## config.mk

```make
export PLATFORM = sky130hd
export DESIGN_NAME = common_log_format_lexer_unit
export DESIGN_NICKNAME = d
export VERILOG_FILES = /design/src/hw/rtl/clf_pkg.sv /design/src/hw/rtl/clf_parser.sv /design/src/hw/rtl/clf_burst.sv /design/src/hw/rtl/common_log_format_lexer_unit.sv
export VERILOG_INCLUDE_DIRS = /design/src /design/src/hw/rtl
export SDC_FILE = /design/constraint.sdc
export NUM_CORES = 2
export LEC_CHECK = 0
export ABC_AREA = 1
export BUFFER_PORTS_ARGS = -buffer_cell sky130_fd_sc_hd__buf_2
export CORE_ASPECT_RATIO = 0.6
export CORE_MARGIN = 10
export CORE_UTILIZATION = 38
export DETAILED_ROUTE_END_ITERATION = 10
export PLACE_DENSITY = 0.64
export SETUP_SLACK_MARGIN = 0.02
export SLEW_MARGIN = 20
export SYNTH_ARGS = -nofsm -noshare
export SYNTH_HDL_FRONTEND = slang
export SYNTH_HIERARCHICAL = 1
export SYNTH_SLANG_ARGS = --single-unit
```

## constraint.sdc

```tcl
create_clock -name aclk -period 48.4 [get_ports aclk]
set_input_delay 2.42 -clock aclk [delete_from_list [all_inputs] [get_ports aclk]]
set_output_delay 2.42 -clock aclk [all_outputs]
set_load 0.02 [all_outputs]
```

## src/hw/rtl/common_log_format_lexer_unit_assert.svh

```systemverilog
// Assertion macros of the log lexer, used by the result register bank.
`ifndef COMMON_LOG_FORMAT_LEXER_UNIT_ASSERT_SVH
`define COMMON_LOG_FORMAT_LEXER_UNIT_ASSERT_SVH

// Checks that a condition holds at every clock edge outside reset.
`define CLF_ASSERT_ALWAYS(lbl, cond, msg) \
    lbl: assert property (@(posedge aclk) disable iff (!aresetn) (cond)) else $error(msg);

// Checks that a condition holds in the cycle after a trigger.
`define CLF_ASSERT_NEXT(lbl, trig, cond, msg) \
    lbl: assert property (@(posedge aclk) disable iff (!aresetn) (trig) |=> (cond)) \
        else $error(msg);

`endif

```

## src/hw/rtl/clf_pkg.sv

```systemverilog
// Shared types, constants and helper functions of the log lexer.
package clf_pkg;

    localparam int VALUE_WIDTH_DEF = 32;
    localparam int MAX_RES = 8;
    localparam int RES_IDX_W = $clog2(MAX_RES);
    localparam int RES_CNT_W = $clog2(MAX_RES + 1);
    localparam int NUM_FIELDS = 15;
    localparam int MONTHS = 12;

    typedef enum logic [2:0] {
        EV_SBYTE = 3'd0,
        EV_SEND  = 3'd1,
        EV_INT   = 3'd2,
        EV_DEFP  = 3'd3,
        EV_DONE  = 3'd4,
        EV_DROP  = 3'd5
    } ev_t;

    // Order matters: the parser compares classes by magnitude.
    typedef enum logic [3:0] {
        C_WS  = 4'd0,
        C_EOL = 4'd1,
        C_TOK = 4'd2,
        C_DIG = 4'd3,
        C_QUO = 4'd4,
        C_LBR = 4'd5,
        C_RBR = 4'd6,
        C_SLA = 4'd7,
        C_COL = 4'd8,
        C_MIN = 4'd9,
        C_PLU = 4'd10
    } cls_t;

    typedef struct packed {
        ev_t         ev;
        logic [3:0]  slot;
        logic [7:0]  text;
        logic [31:0] num;
        logic [31:0] off;
    } result_t;

    typedef struct packed {
        result_t [MAX_RES-1:0] res;
        logic [RES_CNT_W-1:0]  cnt;
    } burst_t;

    localparam logic [31:0] MONTH_KEYS [MONTHS] = '{
        32'h006a616e, 32'h00666562, 32'h006d6172, 32'h00617072,
        32'h006d6179, 32'h006a756e, 32'h006a756c, 32'h00617567,
        32'h00736570, 32'h006f6374, 32'h006e6f76, 32'h00646563
    };

    function automatic cls_t byte_class(logic [7:0] c);
        cls_t k;
        if (c == 8'h0a || c == 8'h0d) begin
            k = C_EOL;
        end else if (c <= 8'h20) begin
            k = C_WS;
        end else if (c >= 8'h30 && c <= 8'h39) begin
            k = C_DIG;
        end else begin
            case (c)
                8'h22:   k = C_QUO;
                8'h5b:   k = C_LBR;
                8'h5d:   k = C_RBR;
                8'h2f:   k = C_SLA;
                8'h3a:   k = C_COL;
                8'h2d:   k = C_MIN;
                8'h2b:   k = C_PLU;
                default: k = C_TOK;
            endcase
        end
        return k;
    endfunction

    // Appends one result to a burst; results beyond the capacity are lost.
    function automatic burst_t push(burst_t b, ev_t ev, logic [4:0] fc, logic [7:0] t,
                                    logic [31:0] num, logic [31:0] off);
        burst_t r;
        r = b;
        if (b.cnt < RES_CNT_W'(MAX_RES)) begin
            r.res[b.cnt[RES_IDX_W-1:0]] = '{ev: ev, slot: fc[3:0], text: t, num: num, off: off};
            r.cnt = b.cnt + RES_CNT_W'(1);
        end
        return r;
    endfunction

    function automatic logic [4:0] bump(logic [4:0] fc);
        return (fc < 5'd31) ? fc + 5'd1 : fc;
    endfunction

endpackage

```

## src/hw/rtl/clf_parser.sv

```systemverilog
// Parser state machine: classes one byte and builds the burst of results it causes.
module clf_parser #(
    parameter int VALUE_WIDTH = clf_pkg::VALUE_WIDTH_DEF
) (
    input  logic              aclk,
    input  logic              aresetn,
    input  logic              step,
    input  logic              in_kind,
    input  logic [7:0]        in_byte,
    input  logic              cfg_wr,
    input  logic [31:0]       cfg_data,
    output clf_pkg::burst_t   burst
);

    localparam int VW = VALUE_WIDTH;
    localparam int MW = (VALUE_WIDTH > 32) ? VALUE_WIDTH : 32;

    typedef enum logic [5:0] {
        S_LINE, S_HOST, S_GAP1, S_IDENT, S_GAP2, S_USER, S_GAP3, S_GAP4,
        S_PROTO, S_PROTO_Q, S_GAP5, S_STATUS, S_GAP6, S_BYTES, S_SKIP, S_DAY0,
        S_DAY, S_MON0, S_MONN, S_YEAR0, S_YEAR, S_MONT, S_HOUR0, S_HOUR,
        S_MIN0, S_MIN, S_SEC0, S_SEC, S_ZONE0, S_ZONE, S_ZONE_END, S_METHOD,
        S_GAP7, S_PATH, S_PATH_Q, S_GAP8
    } state_t;

    state_t          st_reg, st_next;
    logic [4:0]      fc_reg, fc_next;
    logic [VW-1:0]   num_reg, num_next;
    logic [VW-1:0]   day_reg, day_next;
    logic [MW-1:0]   mon_reg, mon_next;
    logic [VW-1:0]   year_reg, year_next;
    logic [VW-1:0]   hour_reg, hour_next;
    logic [VW-1:0]   minute_reg, minute_next;
    logic [VW-1:0]   sec_reg, sec_next;
    logic [VW-1:0]   zone_reg, zone_next;
    logic            zneg_reg, zneg_next;
    logic [31:0]     off_reg, off_next;

    function automatic logic [VW-1:0] acc10(logic [VW-1:0] a, logic [7:0] c);
        return (a << 3) + (a << 1) + VW'(c[3:0]);
    endfunction

    function automatic logic [31:0] to32(logic [MW-1:0] v);
        return v[31:0];
    endfunction

    always_comb begin
        clf_pkg::burst_t b;
        clf_pkg::cls_t   k;
        logic [4:0]      fc;
        logic [31:0]     m32;
        logic            found;
        logic [3:0]      midx;
        logic [VW-1:0]   zfin;

        b = '0;
        fc = fc_reg;
        st_next = st_reg;
        num_next = num_reg;
        day_next = day_reg;
        mon_next = mon_reg;
        year_next = year_reg;
        hour_next = hour_reg;
        minute_next = minute_reg;
        sec_next = sec_reg;
        zone_next = zone_reg;
        zneg_next = zneg_reg;
        off_next = off_reg;
        k = clf_pkg::byte_class(in_byte);
        m32 = {mon_reg[23:0], in_byte | 8'h20};
        found = 1'b0;
        midx = 4'd0;
        for (int i = 0; i < clf_pkg::MONTHS; i++) begin
            if (!found && mon_reg[31:0] == clf_pkg::MONTH_KEYS[i]) begin
                found = 1'b1;
                midx = 4'(i + 1);
            end
        end
        zfin = zneg_reg ? (VW'(0) - zone_reg) : zone_reg;

        if (in_kind) begin
            // End of input closes an open string and reports the pending line.
            if (st_reg == S_HOST || st_reg == S_IDENT || st_reg == S_USER ||
                st_reg == S_PROTO || st_reg == S_PROTO_Q || st_reg == S_METHOD ||
                st_reg == S_PATH || st_reg == S_PATH_Q) begin
                b = clf_pkg::push(b, clf_pkg::EV_SEND, fc, 8'd0, 32'd0, 32'd0);
                fc = clf_pkg::bump(fc);
            end
            if (fc != 5'd0) begin
                b = clf_pkg::push(b, (fc == 5'(clf_pkg::NUM_FIELDS)) ? clf_pkg::EV_DONE :
                                  clf_pkg::EV_DROP, fc, 8'd0, 32'd0, off_reg);
            end
            fc = 5'd0;
            st_next = S_LINE;
        end else begin
            off_next = off_reg + 32'd1;
            case (st_reg)
                S_LINE: begin
                    if (fc != 5'd0) begin
                        b = clf_pkg::push(b, (fc == 5'(clf_pkg::NUM_FIELDS)) ?
                                          clf_pkg::EV_DONE : clf_pkg::EV_DROP,
                                          fc, 8'd0, 32'd0, off_next);
                        fc = 5'd0;
                    end
                    if (k > clf_pkg::C_EOL) begin
                        if (k == clf_pkg::C_MIN) begin
                            b = clf_pkg::push(b, clf_pkg::EV_INT, fc, 8'd0, 32'd0, 32'd0);
                            fc = clf_pkg::bump(fc);
                            st_next = S_GAP1;
                        end else begin
                            b = clf_pkg::push(b, clf_pkg::EV_SBYTE, fc, in_byte, 32'd0, 32'd0);
                            st_next = S_HOST;
                        end
                    end
                end
                S_HOST, S_IDENT, S_USER: begin
                    if (k > clf_pkg::C_EOL) begin
                        b = clf_pkg::push(b, clf_pkg::EV_SBYTE, fc, in_byte, 32'd0, 32'd0);
                    end else begin
                        b = clf_pkg::push(b, clf_pkg::EV_SEND, fc, 8'd0, 32'd0, 32'd0);
                        fc = clf_pkg::bump(fc);
                        if (k == clf_pkg::C_WS) begin
                            st_next = (st_reg == S_HOST) ? S_GAP1 :
                                      (st_reg == S_IDENT) ? S_GAP2 : S_GAP3;
                        end else begin
                            st_next = S_LINE;
                        end
                    end
                end
                S_GAP1, S_GAP2: begin
                    if (k > clf_pkg::C_EOL) begin
                        if (k == clf_pkg::C_MIN) begin
                            b = clf_pkg::push(b, clf_pkg::EV_INT, fc, 8'd0, 32'd0, 32'd0);
                            fc = clf_pkg::bump(fc);
                            st_next = (st_reg == S_GAP1) ? S_GAP2 : S_GAP3;
                        end else begin
                            b = clf_pkg::push(b, clf_pkg::EV_SBYTE, fc, in_byte, 32'd0, 32'd0);
                            st_next = (st_reg == S_GAP1) ? S_IDENT : S_USER;
                        end
                    end else if (k == clf_pkg::C_EOL) begin
                        st_next = S_LINE;
                    end
                end
                S_GAP3, S_GAP4: begin
                    if (st_reg == S_GAP3 && k == clf_pkg::C_LBR) begin
                        st_next = S_DAY0;
                    end else if (st_reg == S_GAP4 && k == clf_pkg::C_QUO) begin
                        st_next = S_METHOD;
                    end else if (k == clf_pkg::C_EOL) begin
                        st_next = S_LINE;
                    end else if (k == clf_pkg::C_MIN) begin
                        // A hyphen is reported as three zero-valued fields, whichever field group it stands for.
                        for (int i = 0; i < 3; i++) begin
                            b = clf_pkg::push(b, clf_pkg::EV_INT, fc, 8'd0, 32'd0, 32'd0);
                            fc = clf_pkg::bump(fc);
                        end
                        st_next = (st_reg == S_GAP3) ? S_GAP4 : S_GAP5;
                    end
                end
                S_PROTO: begin
                    if (k == clf_pkg::C_QUO) begin
                        st_next = S_PROTO_Q;
                    end else if (k == clf_pkg::C_EOL) begin
                        b = clf_pkg::push(b, clf_pkg::EV_SEND, fc, 8'd0, 32'd0, 32'd0);
                        fc = clf_pkg::bump(fc);
                        st_next = S_LINE;
                    end else begin
                        b = clf_pkg::push(b, clf_pkg::EV_SBYTE, fc, in_byte, 32'd0, 32'd0);
                    end
                end
                S_PROTO_Q: begin
                    if (k > clf_pkg::C_EOL) begin
                        b = clf_pkg::push(b, clf_pkg::EV_SBYTE, fc, 8'h22, 32'd0, 32'd0);
                        b = clf_pkg::push(b, clf_pkg::EV_SBYTE, fc, in_byte, 32'd0, 32'd0);
                        st_next = S_PROTO;
                    end else begin
                        b = clf_pkg::push(b, clf_pkg::EV_SEND, fc, 8'd0, 32'd0, 32'd0);
                        fc = clf_pkg::bump(fc);
                        st_next = (k == clf_pkg::C_EOL) ? S_LINE : S_GAP5;
                    end
                end
                S_GAP5, S_GAP6: begin
                    if (k == clf_pkg::C_DIG) begin
                        num_next = VW'(in_byte[3:0]);
                        st_next = (st_reg == S_GAP5) ? S_STATUS : S_BYTES;
                    end else if (k == clf_pkg::C_EOL) begin
                        st_next = S_LINE;
                    end else if (k == clf_pkg::C_MIN) begin
                        b = clf_pkg::push(b, clf_pkg::EV_INT, fc, 8'd0, 32'd0, 32'd0);
                        fc = clf_pkg::bump(fc);
                        st_next = (st_reg == S_GAP5) ? S_GAP6 : S_SKIP;
                    end
                end
                S_STATUS: begin
                    if (k == clf_pkg::C_DIG) begin
                        num_next = acc10(num_reg, in_byte);
                    end else if (k == clf_pkg::C_WS) begin
                        b = clf_pkg::push(b, clf_pkg::EV_INT, fc, 8'd0, to32(MW'(num_reg)), 32'd0);
                        fc = clf_pkg::bump(fc);
                        st_next = S_GAP6;
                    end else begin
                        st_next = S_LINE;
                    end
                end
                S_BYTES: begin
                    if (k == clf_pkg::C_DIG) begin
                        num_next = acc10(num_reg, in_byte);
                    end else begin
                        b = clf_pkg::push(b, clf_pkg::EV_INT, fc, 8'd0, to32(MW'(num_reg)), 32'd0);
                        fc = clf_pkg::bump(fc);
                        st_next = (k == clf_pkg::C_EOL) ? S_LINE : S_SKIP;
                    end
                end
                S_SKIP: begin
                    if (k == clf_pkg::C_EOL) st_next = S_LINE;
                end
                S_DAY0, S_YEAR0, S_HOUR0, S_MIN0, S_SEC0: begin
                    if (k == clf_pkg::C_DIG) begin
                        case (st_reg)
                            S_DAY0: begin
                                day_next = VW'(in_byte[3:0]);
                                st_next = S_DAY;
                            end
                            S_YEAR0: begin
                                year_next = VW'(in_byte[3:0]);
                                st_next = S_YEAR;
                            end
                            S_HOUR0: begin
                                hour_next = VW'(in_byte[3:0]);
                                st_next = S_HOUR;
                            end
                            S_MIN0: begin
                                minute_next = VW'(in_byte[3:0]);
                                st_next = S_MIN;
                            end
                            default: begin
                                sec_next = VW'(in_byte[3:0]);
                                st_next = S_SEC;
                            end
                        endcase
                    end else begin
                        st_next = (k == clf_pkg::C_EOL) ? S_LINE : S_SKIP;
                    end
                end
                S_DAY: begin
                    if (k == clf_pkg::C_DIG) day_next = acc10(day_reg, in_byte);
                    else if (k == clf_pkg::C_SLA) st_next = S_MON0;
                    else st_next = (k == clf_pkg::C_EOL) ? S_LINE : S_SKIP;
                end
                S_MON0: begin
                    if (k == clf_pkg::C_DIG) begin
                        mon_next = MW'(in_byte[3:0]);
                        st_next = S_MONN;
                    end else if (k == clf_pkg::C_TOK) begin
                        mon_next = MW'(in_byte | 8'h20);
                        st_next = S_MONT;
                    end else begin
                        st_next = (k == clf_pkg::C_EOL) ? S_LINE : S_SKIP;
                    end
                end
                S_MONN: begin
                    if (k == clf_pkg::C_DIG) mon_next = MW'(acc10(VW'(mon_reg), in_byte));
                    else if (k == clf_pkg::C_SLA) st_next = S_YEAR0;
                    else st_next = (k == clf_pkg::C_EOL) ? S_LINE : S_SKIP;
                end
                S_YEAR: begin
                    if (k == clf_pkg::C_DIG) year_next = acc10(year_reg, in_byte);
                    else if (k == clf_pkg::C_COL) st_next = S_HOUR0;
                    else st_next = (k == clf_pkg::C_EOL) ? S_LINE : S_SKIP;
                end
                S_MONT: begin
                    // A textual month collects lower-cased letters until the slash.
                    if (k == clf_pkg::C_TOK) begin
                        mon_next = MW'(m32);
                    end else if (k == clf_pkg::C_SLA) begin
                        if (found) begin
                            mon_next = MW'(midx);
                            st_next = S_YEAR0;
                        end else begin
                            st_next = S_SKIP;
                        end
                    end
                end
                S_HOUR: begin
                    if (k == clf_pkg::C_DIG) hour_next = acc10(hour_reg, in_byte);
                    else if (k == clf_pkg::C_COL) st_next = S_MIN0;
                    else st_next = (k == clf_pkg::C_EOL) ? S_LINE : S_SKIP;
                end
                S_MIN: begin
                    if (k == clf_pkg::C_DIG) minute_next = acc10(minute_reg, in_byte);
                    else if (k == clf_pkg::C_COL) st_next = S_SEC0;
                    else st_next = (k == clf_pkg::C_EOL) ? S_LINE : S_SKIP;
                end
                S_SEC: begin
                    if (k == clf_pkg::C_DIG) sec_next = acc10(sec_reg, in_byte);
                    else if (k == clf_pkg::C_WS) st_next = S_ZONE0;
                    else st_next = (k == clf_pkg::C_EOL) ? S_LINE : S_SKIP;
                end
                S_ZONE0: begin
                    if (k >= clf_pkg::C_MIN) begin
                        zneg_next = (k != clf_pkg::C_PLU);
                        zone_next = '0;
                        st_next = S_ZONE;
                    end else if (k == clf_pkg::C_DIG) begin
                        zneg_next = 1'b0;
                        zone_next = VW'(in_byte[3:0]);
                        st_next = S_ZONE;
                    end else if (k == clf_pkg::C_EOL) begin
                        st_next = S_LINE;
                    end
                end
                S_ZONE: begin
                    if (k == clf_pkg::C_DIG) begin
                        zone_next = acc10(zone_reg, in_byte);
                    end else begin
                        // The whole timestamp is reported once the zone ends.
                        zone_next = zfin;
                        b = clf_pkg::push(b, clf_pkg::EV_INT, fc, 8'd0, to32(MW'(year_reg)), 32'd0);
                        fc = clf_pkg::bump(fc);
                        b = clf_pkg::push(b, clf_pkg::EV_INT, fc, 8'd0, to32(mon_reg), 32'd0);
                        fc = clf_pkg::bump(fc);
                        b = clf_pkg::push(b, clf_pkg::EV_INT, fc, 8'd0, to32(MW'(day_reg)), 32'd0);
                        fc = clf_pkg::bump(fc);
                        b = clf_pkg::push(b, clf_pkg::EV_INT, fc, 8'd0, to32(MW'(hour_reg)), 32'd0);
                        fc = clf_pkg::bump(fc);
                        b = clf_pkg::push(b, clf_pkg::EV_INT, fc, 8'd0, to32(MW'(minute_reg)),
                                          32'd0);
                        fc = clf_pkg::bump(fc);
                        b = clf_pkg::push(b, clf_pkg::EV_INT, fc, 8'd0, to32(MW'(sec_reg)), 32'd0);
                        fc = clf_pkg::bump(fc);
                        b = clf_pkg::push(b, clf_pkg::EV_INT, fc, 8'd0, to32(MW'(zfin)), 32'd0);
                        fc = clf_pkg::bump(fc);
                        if (k == clf_pkg::C_RBR) st_next = S_GAP4;
                        else st_next = (k == clf_pkg::C_EOL) ? S_LINE : S_ZONE_END;
                    end
                end
                S_ZONE_END: begin
                    if (k == clf_pkg::C_RBR) st_next = S_GAP4;
                    else if (k == clf_pkg::C_EOL) st_next = S_LINE;
                end
                S_METHOD: begin
                    if (k == clf_pkg::C_QUO) begin
                        b = clf_pkg::push(b, clf_pkg::EV_SEND, fc, 8'd0, 32'd0, 32'd0);
                        fc = clf_pkg::bump(fc);
                        for (int i = 0; i < 2; i++) begin
                            b = clf_pkg::push(b, clf_pkg::EV_INT, fc, 8'd0, 32'd0, 32'd0);
                            fc = clf_pkg::bump(fc);
                        end
                        st_next = S_GAP5;
                    end else if (k >= clf_pkg::C_TOK) begin
                        b = clf_pkg::push(b, clf_pkg::EV_SBYTE, fc, in_byte, 32'd0, 32'd0);
                    end else begin
                        b = clf_pkg::push(b, clf_pkg::EV_SEND, fc, 8'd0, 32'd0, 32'd0);
                        fc = clf_pkg::bump(fc);
                        st_next = (k == clf_pkg::C_EOL) ? S_LINE : S_GAP7;
                    end
                end
                S_GAP7: begin
                    if (k == clf_pkg::C_QUO) begin
                        for (int i = 0; i < 2; i++) begin
                            b = clf_pkg::push(b, clf_pkg::EV_INT, fc, 8'd0, 32'd0, 32'd0);
                            fc = clf_pkg::bump(fc);
                        end
                        st_next = S_GAP5;
                    end else if (k >= clf_pkg::C_TOK) begin
                        b = clf_pkg::push(b, clf_pkg::EV_SBYTE, fc, in_byte, 32'd0, 32'd0);
                        st_next = S_PATH;
                    end else if (k == clf_pkg::C_EOL) begin
                        st_next = S_LINE;
                    end
                end
                S_PATH: begin
                    if (k == clf_pkg::C_QUO) begin
                        st_next = S_PATH_Q;
                    end else if (k == clf_pkg::C_EOL || k == clf_pkg::C_WS) begin
                        b = clf_pkg::push(b, clf_pkg::EV_SEND, fc, 8'd0, 32'd0, 32'd0);
                        fc = clf_pkg::bump(fc);
                        st_next = (k == clf_pkg::C_EOL) ? S_LINE : S_GAP8;
                    end else begin
                        b = clf_pkg::push(b, clf_pkg::EV_SBYTE, fc, in_byte, 32'd0, 32'd0);
                    end
                end
                S_PATH_Q: begin
                    if (k >= clf_pkg::C_TOK) begin
                        b = clf_pkg::push(b, clf_pkg::EV_SBYTE, fc, 8'h22, 32'd0, 32'd0);
                        b = clf_pkg::push(b, clf_pkg::EV_SBYTE, fc, in_byte, 32'd0, 32'd0);
                        st_next = S_PATH;
                    end else if (k == clf_pkg::C_EOL) begin
                        b = clf_pkg::push(b, clf_pkg::EV_SEND, fc, 8'd0, 32'd0, 32'd0);
                        fc = clf_pkg::bump(fc);
                        st_next = S_LINE;
                    end else begin
                        // A closing quote right after the path means no protocol was given.
                        b = clf_pkg::push(b, clf_pkg::EV_SEND, fc, 8'd0, 32'd0, 32'd0);
                        fc = clf_pkg::bump(fc);
                        b = clf_pkg::push(b, clf_pkg::EV_DEFP, fc, 8'd0, 32'd0, 32'd0);
                        fc = clf_pkg::bump(fc);
                        st_next = S_GAP5;
                    end
                end
                S_GAP8: begin
                    if (k == clf_pkg::C_QUO) begin
                        b = clf_pkg::push(b, clf_pkg::EV_DEFP, fc, 8'd0, 32'd0, 32'd0);
                        fc = clf_pkg::bump(fc);
                        st_next = S_GAP5;
                    end else if (k >= clf_pkg::C_TOK) begin
                        b = clf_pkg::push(b, clf_pkg::EV_SBYTE, fc, in_byte, 32'd0, 32'd0);
                        st_next = S_PROTO;
                    end else if (k == clf_pkg::C_EOL) begin
                        st_next = S_LINE;
                    end
                end
                default: st_next = S_LINE;
            endcase
        end
        fc_next = fc;
        burst = b;
    end

    always_ff @(posedge aclk) begin
        if (!aresetn) begin
            st_reg     <= S_LINE;
            fc_reg     <= 5'd0;
            num_reg    <= '0;
            day_reg    <= '0;
            mon_reg    <= '0;
            year_reg   <= '0;
            hour_reg   <= '0;
            minute_reg <= '0;
            sec_reg    <= '0;
            zone_reg   <= '0;
            zneg_reg   <= 1'b0;
            off_reg    <= 32'd0;
        end else if (cfg_wr) begin
            off_reg <= cfg_data;
        end else if (step) begin
            st_reg     <= st_next;
            fc_reg     <= fc_next;
            num_reg    <= num_next;
            day_reg    <= day_next;
            mon_reg    <= mon_next;
            year_reg   <= year_next;
            hour_reg   <= hour_next;
            minute_reg <= minute_next;
            sec_reg    <= sec_next;
            zone_reg   <= zone_next;
            zneg_reg   <= zneg_next;
            off_reg    <= off_next;
        end
    end

endmodule

```

## src/hw/rtl/clf_burst.sv

```systemverilog
// Result register bank that holds one byte's burst and hands it out one transfer at a time.
`include "common_log_format_lexer_unit_assert.svh"

module clf_burst (
    input  logic              aclk,
    input  logic              aresetn,
    input  logic              load,
    input  clf_pkg::burst_t   burst,
    output logic              free,
    output logic              m_tvalid,
    input  logic              m_tready,
    output logic              m_tlast,
    output clf_pkg::result_t  m_res
);

    clf_pkg::result_t [clf_pkg::MAX_RES-1:0] res_reg;
    logic [clf_pkg::RES_CNT_W-1:0]           cnt_reg;
    logic [clf_pkg::RES_IDX_W-1:0]           rd_reg;
    logic                                    xfer;

    assign m_tvalid = (cnt_reg != '0);
    assign m_tlast  = (cnt_reg == clf_pkg::RES_CNT_W'(1));
    assign m_res    = res_reg[rd_reg];
    assign xfer     = m_tvalid && m_tready;
    assign free     = (cnt_reg == '0) || (m_tlast && m_tready);

    always_ff @(posedge aclk) begin
        if (!aresetn) begin
            cnt_reg <= '0;
            rd_reg  <= '0;
        end else if (load) begin
            cnt_reg <= burst.cnt;
            rd_reg  <= '0;
        end else if (xfer) begin
            cnt_reg <= cnt_reg - clf_pkg::RES_CNT_W'(1);
            rd_reg  <= rd_reg + clf_pkg::RES_IDX_W'(1);
        end
    end

    always_ff @(posedge aclk) begin
        if (load) begin
            res_reg <= burst.res;
        end
    end

    `CLF_ASSERT_ALWAYS(a_load_when_free, !load || free, "burst loaded over pending results")
    `CLF_ASSERT_ALWAYS(a_cnt_bound, cnt_reg <= clf_pkg::RES_CNT_W'(clf_pkg::MAX_RES),
        "burst count out of range")
    `CLF_ASSERT_NEXT(a_last_empties, xfer && m_tlast && !load, !m_tvalid,
        "results remain after the last transfer")

endmodule

```

## src/hw/rtl/common_log_format_lexer_unit.sv

```systemverilog
// Flow: a byte is held in the input register after its transfer; its results are then
// loaded into the single result register bank and leave at one transfer per cycle while
// m_tready is high. One byte per cycle is taken while each byte yields at most one result
// and m_tready is high; a byte with more results holds the next until its last is taken.
// Reset: synchronous active-low; clears the parser to line start, the fields and the
// offset counter, and empties the input and result registers.
module common_log_format_lexer_unit #(
    parameter int VALUE_WIDTH = clf_pkg::VALUE_WIDTH_DEF
) (
    input  logic        aclk,
    input  logic        aresetn,
    input  logic        s_tvalid,
    output logic        s_tready,
    input  logic [7:0]  s_tdata,   // [7:0] data_byte
    input  logic        s_tuser,   // [0] kind
    output logic        m_tvalid,
    input  logic        m_tready,
    output logic [79:0] m_tdata,   // [3:0] slot, [11:4] text_byte, [43:12] number,
                                   // [75:44] offset, [79:76] zero
    output logic [2:0]  m_tuser,   // [2:0] event_res
    output logic        m_tlast,
    input  logic        cfg_valid,
    output logic        cfg_ready,
    input  logic [31:0] cfg_data
);

    logic             in_valid_reg;
    logic             in_kind_reg;
    logic [7:0]       in_byte_reg;
    logic             burst_free;
    logic             consume;
    clf_pkg::burst_t  burst;
    clf_pkg::result_t res;

    assign consume   = in_valid_reg && burst_free;
    assign s_tready  = !in_valid_reg || burst_free;
    assign cfg_ready = 1'b1;

    always_ff @(posedge aclk) begin
        if (!aresetn) begin
            in_valid_reg <= 1'b0;
        end else if (s_tready) begin
            in_valid_reg <= s_tvalid;
        end
    end

    always_ff @(posedge aclk) begin
        if (s_tready && s_tvalid) begin
            in_kind_reg <= s_tuser;
            in_byte_reg <= s_tdata;
        end
    end

    clf_parser #(
        .VALUE_WIDTH(VALUE_WIDTH)
    ) u_parser (
        .aclk     (aclk),
        .aresetn  (aresetn),
        .step     (consume),
        .in_kind  (in_kind_reg),
        .in_byte  (in_byte_reg),
        .cfg_wr   (cfg_valid && cfg_ready),
        .cfg_data (cfg_data),
        .burst    (burst)
    );

    clf_burst u_burst (
        .aclk     (aclk),
        .aresetn  (aresetn),
        .load     (consume),
        .burst    (burst),
        .free     (burst_free),
        .m_tvalid (m_tvalid),
        .m_tready (m_tready),
        .m_tlast  (m_tlast),
        .m_res    (res)
    );

    assign m_tuser = res.ev;
    assign m_tdata = {4'd0, res.off, res.num, res.text, res.slot};

endmodule
```

* Word level (Yosys, flattened, before mapping) *
Cells that the tools add are included.

operators by class
  multiplexer cells = 330
  bitwise gates (word level) = 3
  add/subtract/negate cells = 44
  reductions and logical operators = 96
  eq/ne operators = 121
  $lt $le $gt $ge = 63

operator list
  kind                                                                     number
  636-bit 2-to-1 mux                                                       64
  632-bit bitwise mux                                                      17
  636-bit case mux with 15 select lines                                    1
  79-bit demux with 3-bit select                                           16
  83-bit 2-to-1 mux                                                        26
  79-bit 2-to-1 mux                                                        17
  32-bit 2-to-1 mux                                                        29
  32-bit case mux with 2 select lines                                      7
  82-bit 2-to-1 mux                                                        5
  81-bit 2-to-1 mux                                                        5
  32-bit by 23-bit equality test with 1-bit output, second input constant  12
  6-bit 2-to-1 mux                                                         52
  32-bit adder                                                             8
  32-bit by 4-bit adder with 32-bit output                                 8
  79-bit binary-select mux with 3-bit select                               1
  5-bit 2-to-1 mux                                                         41
  6-bit case mux with 27 select lines                                      1
  6-bit by 5-bit equality test with 1-bit output, second input constant    16
  32-bit case mux with 3 select lines                                      1
  4-bit 2-to-1 mux                                                         20
  80-bit 2-to-1 mux                                                        1
  5-bit case mux with 14 select lines                                      1
  3-bit by 4-bit < comparator with 1-bit output, second input constant     17
  3-bit != test, second input constant                                     22
  61 further kinds                                                         269

storage, ports and cells
  word-level logic and storage cells = 714
  bits of input ports = 46
  flip-flop bits (word level) = 949
  output and inout port bits = 87

* Depth between registers and ports, before layout *
  word-level depth = 64
  mapped depth = 32

* Modules after synthesis *
The synthesis kept the hierarchy.

modules (own cells, without submodules)
  module                        area each (µm²)  sequential area each (µm²)  cells each  times used
  clf_parser                    34873.4          6005.8                      5339        1
  clf_burst                     25071.5          19118.3                     2008        1
  common_log_format_lexer_unit  374.1            290.3                       25          1

* Worst setup path before layout *
Ideal clock, no wire load.

  path kind = in2reg
  start = input m_tready
  end = register u_parser.minute_reg[5]
  buffers on the path = 1
  cell stages on the path = 13
  arrival = 17.558 ns
  setup slack = 30.771 ns
  path through = nand2_1 -> nand2_1 -> nand2_1 -> inv_1 -> inv_1 -> nor3_1 -> inv_1 -> nor4_2 -> inv_1 -> nor2_1 -> clkbuf_1 -> nand3b_1 -> a21oi_1

on the way
  word-level cells in the longest chain between the ends = 4

RTL lines
  item                                  RTL line                            RTL
  start: declaration                    common_log_format_lexer_unit.sv:17  input logic m_tready,
  1-bit logical AND                     clf_burst.sv:25                     assign free = (cnt_reg == '0) || (m_tlast && m_tready);
  1-bit logical OR                      clf_burst.sv:25
  via burst_free                        common_log_format_lexer_unit.sv:30  logic burst_free;
  1-bit logical AND                     common_log_format_lexer_unit.sv:35  assign consume = in_valid_reg && burst_free;
  via consume                           common_log_format_lexer_unit.sv:31  logic consume;
  7-bit AND reduction (no source line)  --
  end signal: assignment                clf_parser.sv:444                   minute_reg <= minute_next;
  end: declaration                      clf_parser.sv:33                    logic [VW-1:0] minute_reg, minute_next;

The timed path passes the listed nets, and every way through them passes these cells.
A chain may end at the register's enable or synchronous reset.

* Worst setup path after layout *
  start = register u_burst/rd_reg[0] (netlist bit)
  end = output m_tdata[16]

on the way
  word-level cells in the longest chain between the ends = 2

RTL lines
  item                                        RTL line                            RTL
  start: declaration                          clf_burst.sv:18                     logic [clf_pkg::RES_IDX_W-1:0] rd_reg;
  start signal: assignment                    clf_burst.sv:36                     rd_reg <= rd_reg + clf_pkg::RES_IDX_W'(1);
  79-bit binary-select mux with 3-bit select  clf_burst.sv:23                     assign m_res = res_reg[rd_reg];
  79-bit 2-to-1 mux (not written as such)     clf_burst.sv:23
  end: declaration                            common_log_format_lexer_unit.sv:18  output logic [79:0] m_tdata,

Every way passes these cells. The select of a mux whose other input is x is not followed.

==> results.json <==
{
  "status": "completed",
  "pwr-share-seq_pct": 42.7,
  "worst-r2r-cell-count": 15,
  "post_cts_resized": 0,
  "dr.pass1.iters": 6,
  "p_sw_uw": 878.4,
  "drt_wl_total_um": 185500,
  "hold_viol": 0,
  "core_um2": 157900,
  "irDropWorstVdd_v": 0.00003754,
  "pin_count": 133,
  "synthCells": 7372,
  "cts_sinks": 949,
  "setup_tns_ns": 0,
  "dp_hpwl_um": 134300,
  "cp_top_family": "buffers and inverters",
  "worst_pin_slew_ns": 1.162,
  "postCtsSetupRepairBufs": 0,
  "clk_pin_slew_ns": 0.06,
  "criticalPathCategory": "reg2out",
  "cp-start-kind": "flop",
  "port_buffers": 127,
  "r2r_slack_ns": 42.78,
  "cts_max_level": 3,
  "core.rowCount": 113,
  "synth_cell_type_count": 79,
  "ys_warn_count": 6,
  "worstPathCellList": "inv_8, buf_4, buf_4, o21ai_1, o21ai_1, nand2_1, nand2_1, buf_2",
  "min_path_cells": 2,
  "path_depth": 8,
  "fin_util_pct": 41.18,
  "synthArstFlopShare_pct": 0,
  "largest_reg_flops": 632,
  "min_to": "u_parser/num_reg[31]$_SDFFE_PN0P_",
  "num_vias": 51150,
  "clock_power_share_pct": 32.2,
  "p_leak_uw": 0.02711,
  "cp_max_fo": 155,
  "drv_slew": 0,
  "overflow": 0,
  "synthSimpleGateAreaFrac_pct": 19.63,
  "grt_pass1_wl_um": 283500,
  "cts_made_buffers": 99,
  "maxCapViolCount": 0,
  "fmax_mhz": 143.4,
  "drc": 0,
  "syn-mean-instance-area_um2": 8.182,
  "ys_seq_area_share_pct": 42.13,
  "finClkSkew_ns": 0.03151,
  "slowest_delay_ns": 0.88,
  "clk_latency_ns": 0.74,
  "synth_compound_area_share_pct": 15.43,
  "layout_min_cycle_time_ns": 6.973,
  "die_h_um": 328.6,
  "antenna_found_initial": 12,
  "timing.rr.end": "u_burst/res_reg[141]$_DFFE_PP_",
  "worstHoldStart": "u_parser/num_reg[31]$_SDFFE_PN0P_",
  "start_util_pct": 38.19,
  "nFillCells": 15730,
  "root_buffer": "clkbuf_16",
  "place_congestion": 0.9780,
  "grt_pass1_vias": 46750,
  "grt_max_degree": 156,
  "synthXorXnorAreaFrac_pct": 2.323,
  "finalCritPeriodShare_pct": 14.41,
  "finalSetupViolations": 0,
  "die_area_um2": 175600,
  "layout_common_cells": "nand2_1 (1256), nor2_1 (1044), edfxtp_1 (641)",
  "drive_gt1_share_pct": 6.820,
  "vias_per_cell": 5.341,
  "cp.arrival_ns": 4.55,
  "p_comb_share_pct": 25.1,
  "end_kind": "primary output",
  "worst-path-buf-inv": 4,
  "fin_nets": 7907,
  "min_path_type": "reg2reg",
  "synth_area_um2": 60320,
  "synthAdderAreaFrac_pct": 10.53,
  "synth_top_family_by_area": "simple AND/OR/NAND/NOR gates",
  "ys.flop_type": "edfxtp_1",
  "drtAntennaViolNets": 0,
  "mostFrequentLayoutCell": "nand2_1",
  "cts_buffer_depth": 3,
  "p_int_uw": 1596,
  "wl_per_cell_um": 19.37,
  "relSlewSlack_pct": 20.50,
  "synth_mux_area_share_pct": 0.07053,
  "p_per_area_nw_per_um2": 38.05,
  "rsz0062_at_grt": "false",
  "grt_util_all_layers_pct": 20.19,
  "crit_required_ns": 45.98,
  "drt_first_iter_violations": 6456,
  "reg2reg_from": "u_parser/st_reg[4]$_SDFFE_PN0P_",
  "synth_seq_cells": 949,
  "switching_share_pct": 35.50,
  "synthToLayoutAreaGrowth_pct": 7.814,
  "worstSetupStartpoint": "u_burst/rd_reg[0]$_SDFFE_PP0P_",
  "synth_enable_flop_cells": 641,
  "cp_slowest_cell": "buf_4",
  "die_x_um": 534.4,
  "cts_hold_buf": 0,
  "cts_tree": "built"
}
## synthesized netlist by cell type, types with 53 or more instances
| cell type | number | share of area, % |
|---|---|---|
| a31oi_1 | 57 | 0.59 |
| or2_2 | 89 | 0.92 |
| clkbuf_1 | 207 | 1.3 |
| a21oi_1 | 554 | 4.6 |
| edfxtp_1 | 641 | 32 |
| nor3_1 | 107 | 0.89 |
| o21ai_0 | 486 | 4.0 |
| o21ai_1 | 281 | 2.3 |
| nand3_1 | 217 | 1.8 |
| buf_4 | 304 | 3.8 |
| nand4_1 | 53 | 0.55 |
| nand2_1 | 1256 | 7.8 |
| ha_1 | 482 | 10 |
| nor2_1 | 1049 | 6.5 |
| inv_1 | 619 | 3.9 |
| xor2_1 | 115 | 1.7 |
| dfxtp_1 | 308 | 10 |
## worst max path at each step
| stage | end |
|---|---|
| after detailed placement | u_parser/mon_reg[20]$_SDFFE_PN0P_ |
| after floorplan | u_parser/minute_reg[5]$_SDFFE_PN0P_ |
| after CTS | m_tdata[16] |
| after global routing | m_tdata[16] |
| final | m_tdata[16] |
| after global placement | u_parser/mon_reg[7]$_SDFFE_PN0P_ |
## area by class of cell
cell class                 instances  area (um2)  area share, %
sequential                       949       25430          39.10
tap                             2127        2661          4.092
clock inverter                    54       628.1         0.9658
timing repair buffer             190        1121          1.724
antenna                            2       5.005       0.007696
inverter                         638        2424          3.727
clock buffer                     133        2666          4.100
multi-input combinational       5485       30100          46.29
## worst min-delay path: stages, from the launching register on
cell	delay, ns
dfxtp_1	0.30
nand2_1	0.06
a21oi_1	0.06
## cells by family after synthesis
logic type	after synthesis
xor gates and xnor gates	160
muxes	3
other	3
DFF	949
AOI/OAI and AO/OA	1671
and+or+nand+nor	2858
buffers and inverters	1230
adders and majority gates	498
## per-stage QoR
stage | hold WS (ns) | setup WS (ns) | area [um2] | total power [uW] | std cells
6_report | 0.4671 | 41.43 | 65030 | 2475 | 9578
5_1_grt | 0.4801 | 41.09 | 65030 | 2588 | 9576
4_1_cts | 0.4702 | 41.34 | 65020 | 2490 | 9576
3_5_place_dp | 0.4622 | 41.73 | 61730 | 1694 | 9389
3_3_place_gp | 0.4571 | 41.79 | 61730 | 1687 | 9389
2_1_floorplan | 0.4453 | 30.77 | 61420 | 1557 | 7664
## layer usage
layer	routed length, um	track usage (%)	share of wire (%)	vias up
met2	72800	27.54	39	2043
li1	-	-	-	24550
met3	16720	3.807	9.0	205
met5	43	0	0.023	-
met4	3073	3.593	1.7	10
met1	92900	32.52	50	24340
## power by group through the flow
stage,Combinational (uW),Clock (uW),Sequential [uW]
6_report,621,797,1060
5_1_grt,681,842,1060
4_1_cts,624,811,1060
3_5_place_dp,622,0,1070
3_3_place_gp,616,0,1070
2_1_floorplan,423,0,1130
Note: power is estimated with default switching activity, not from simulation.
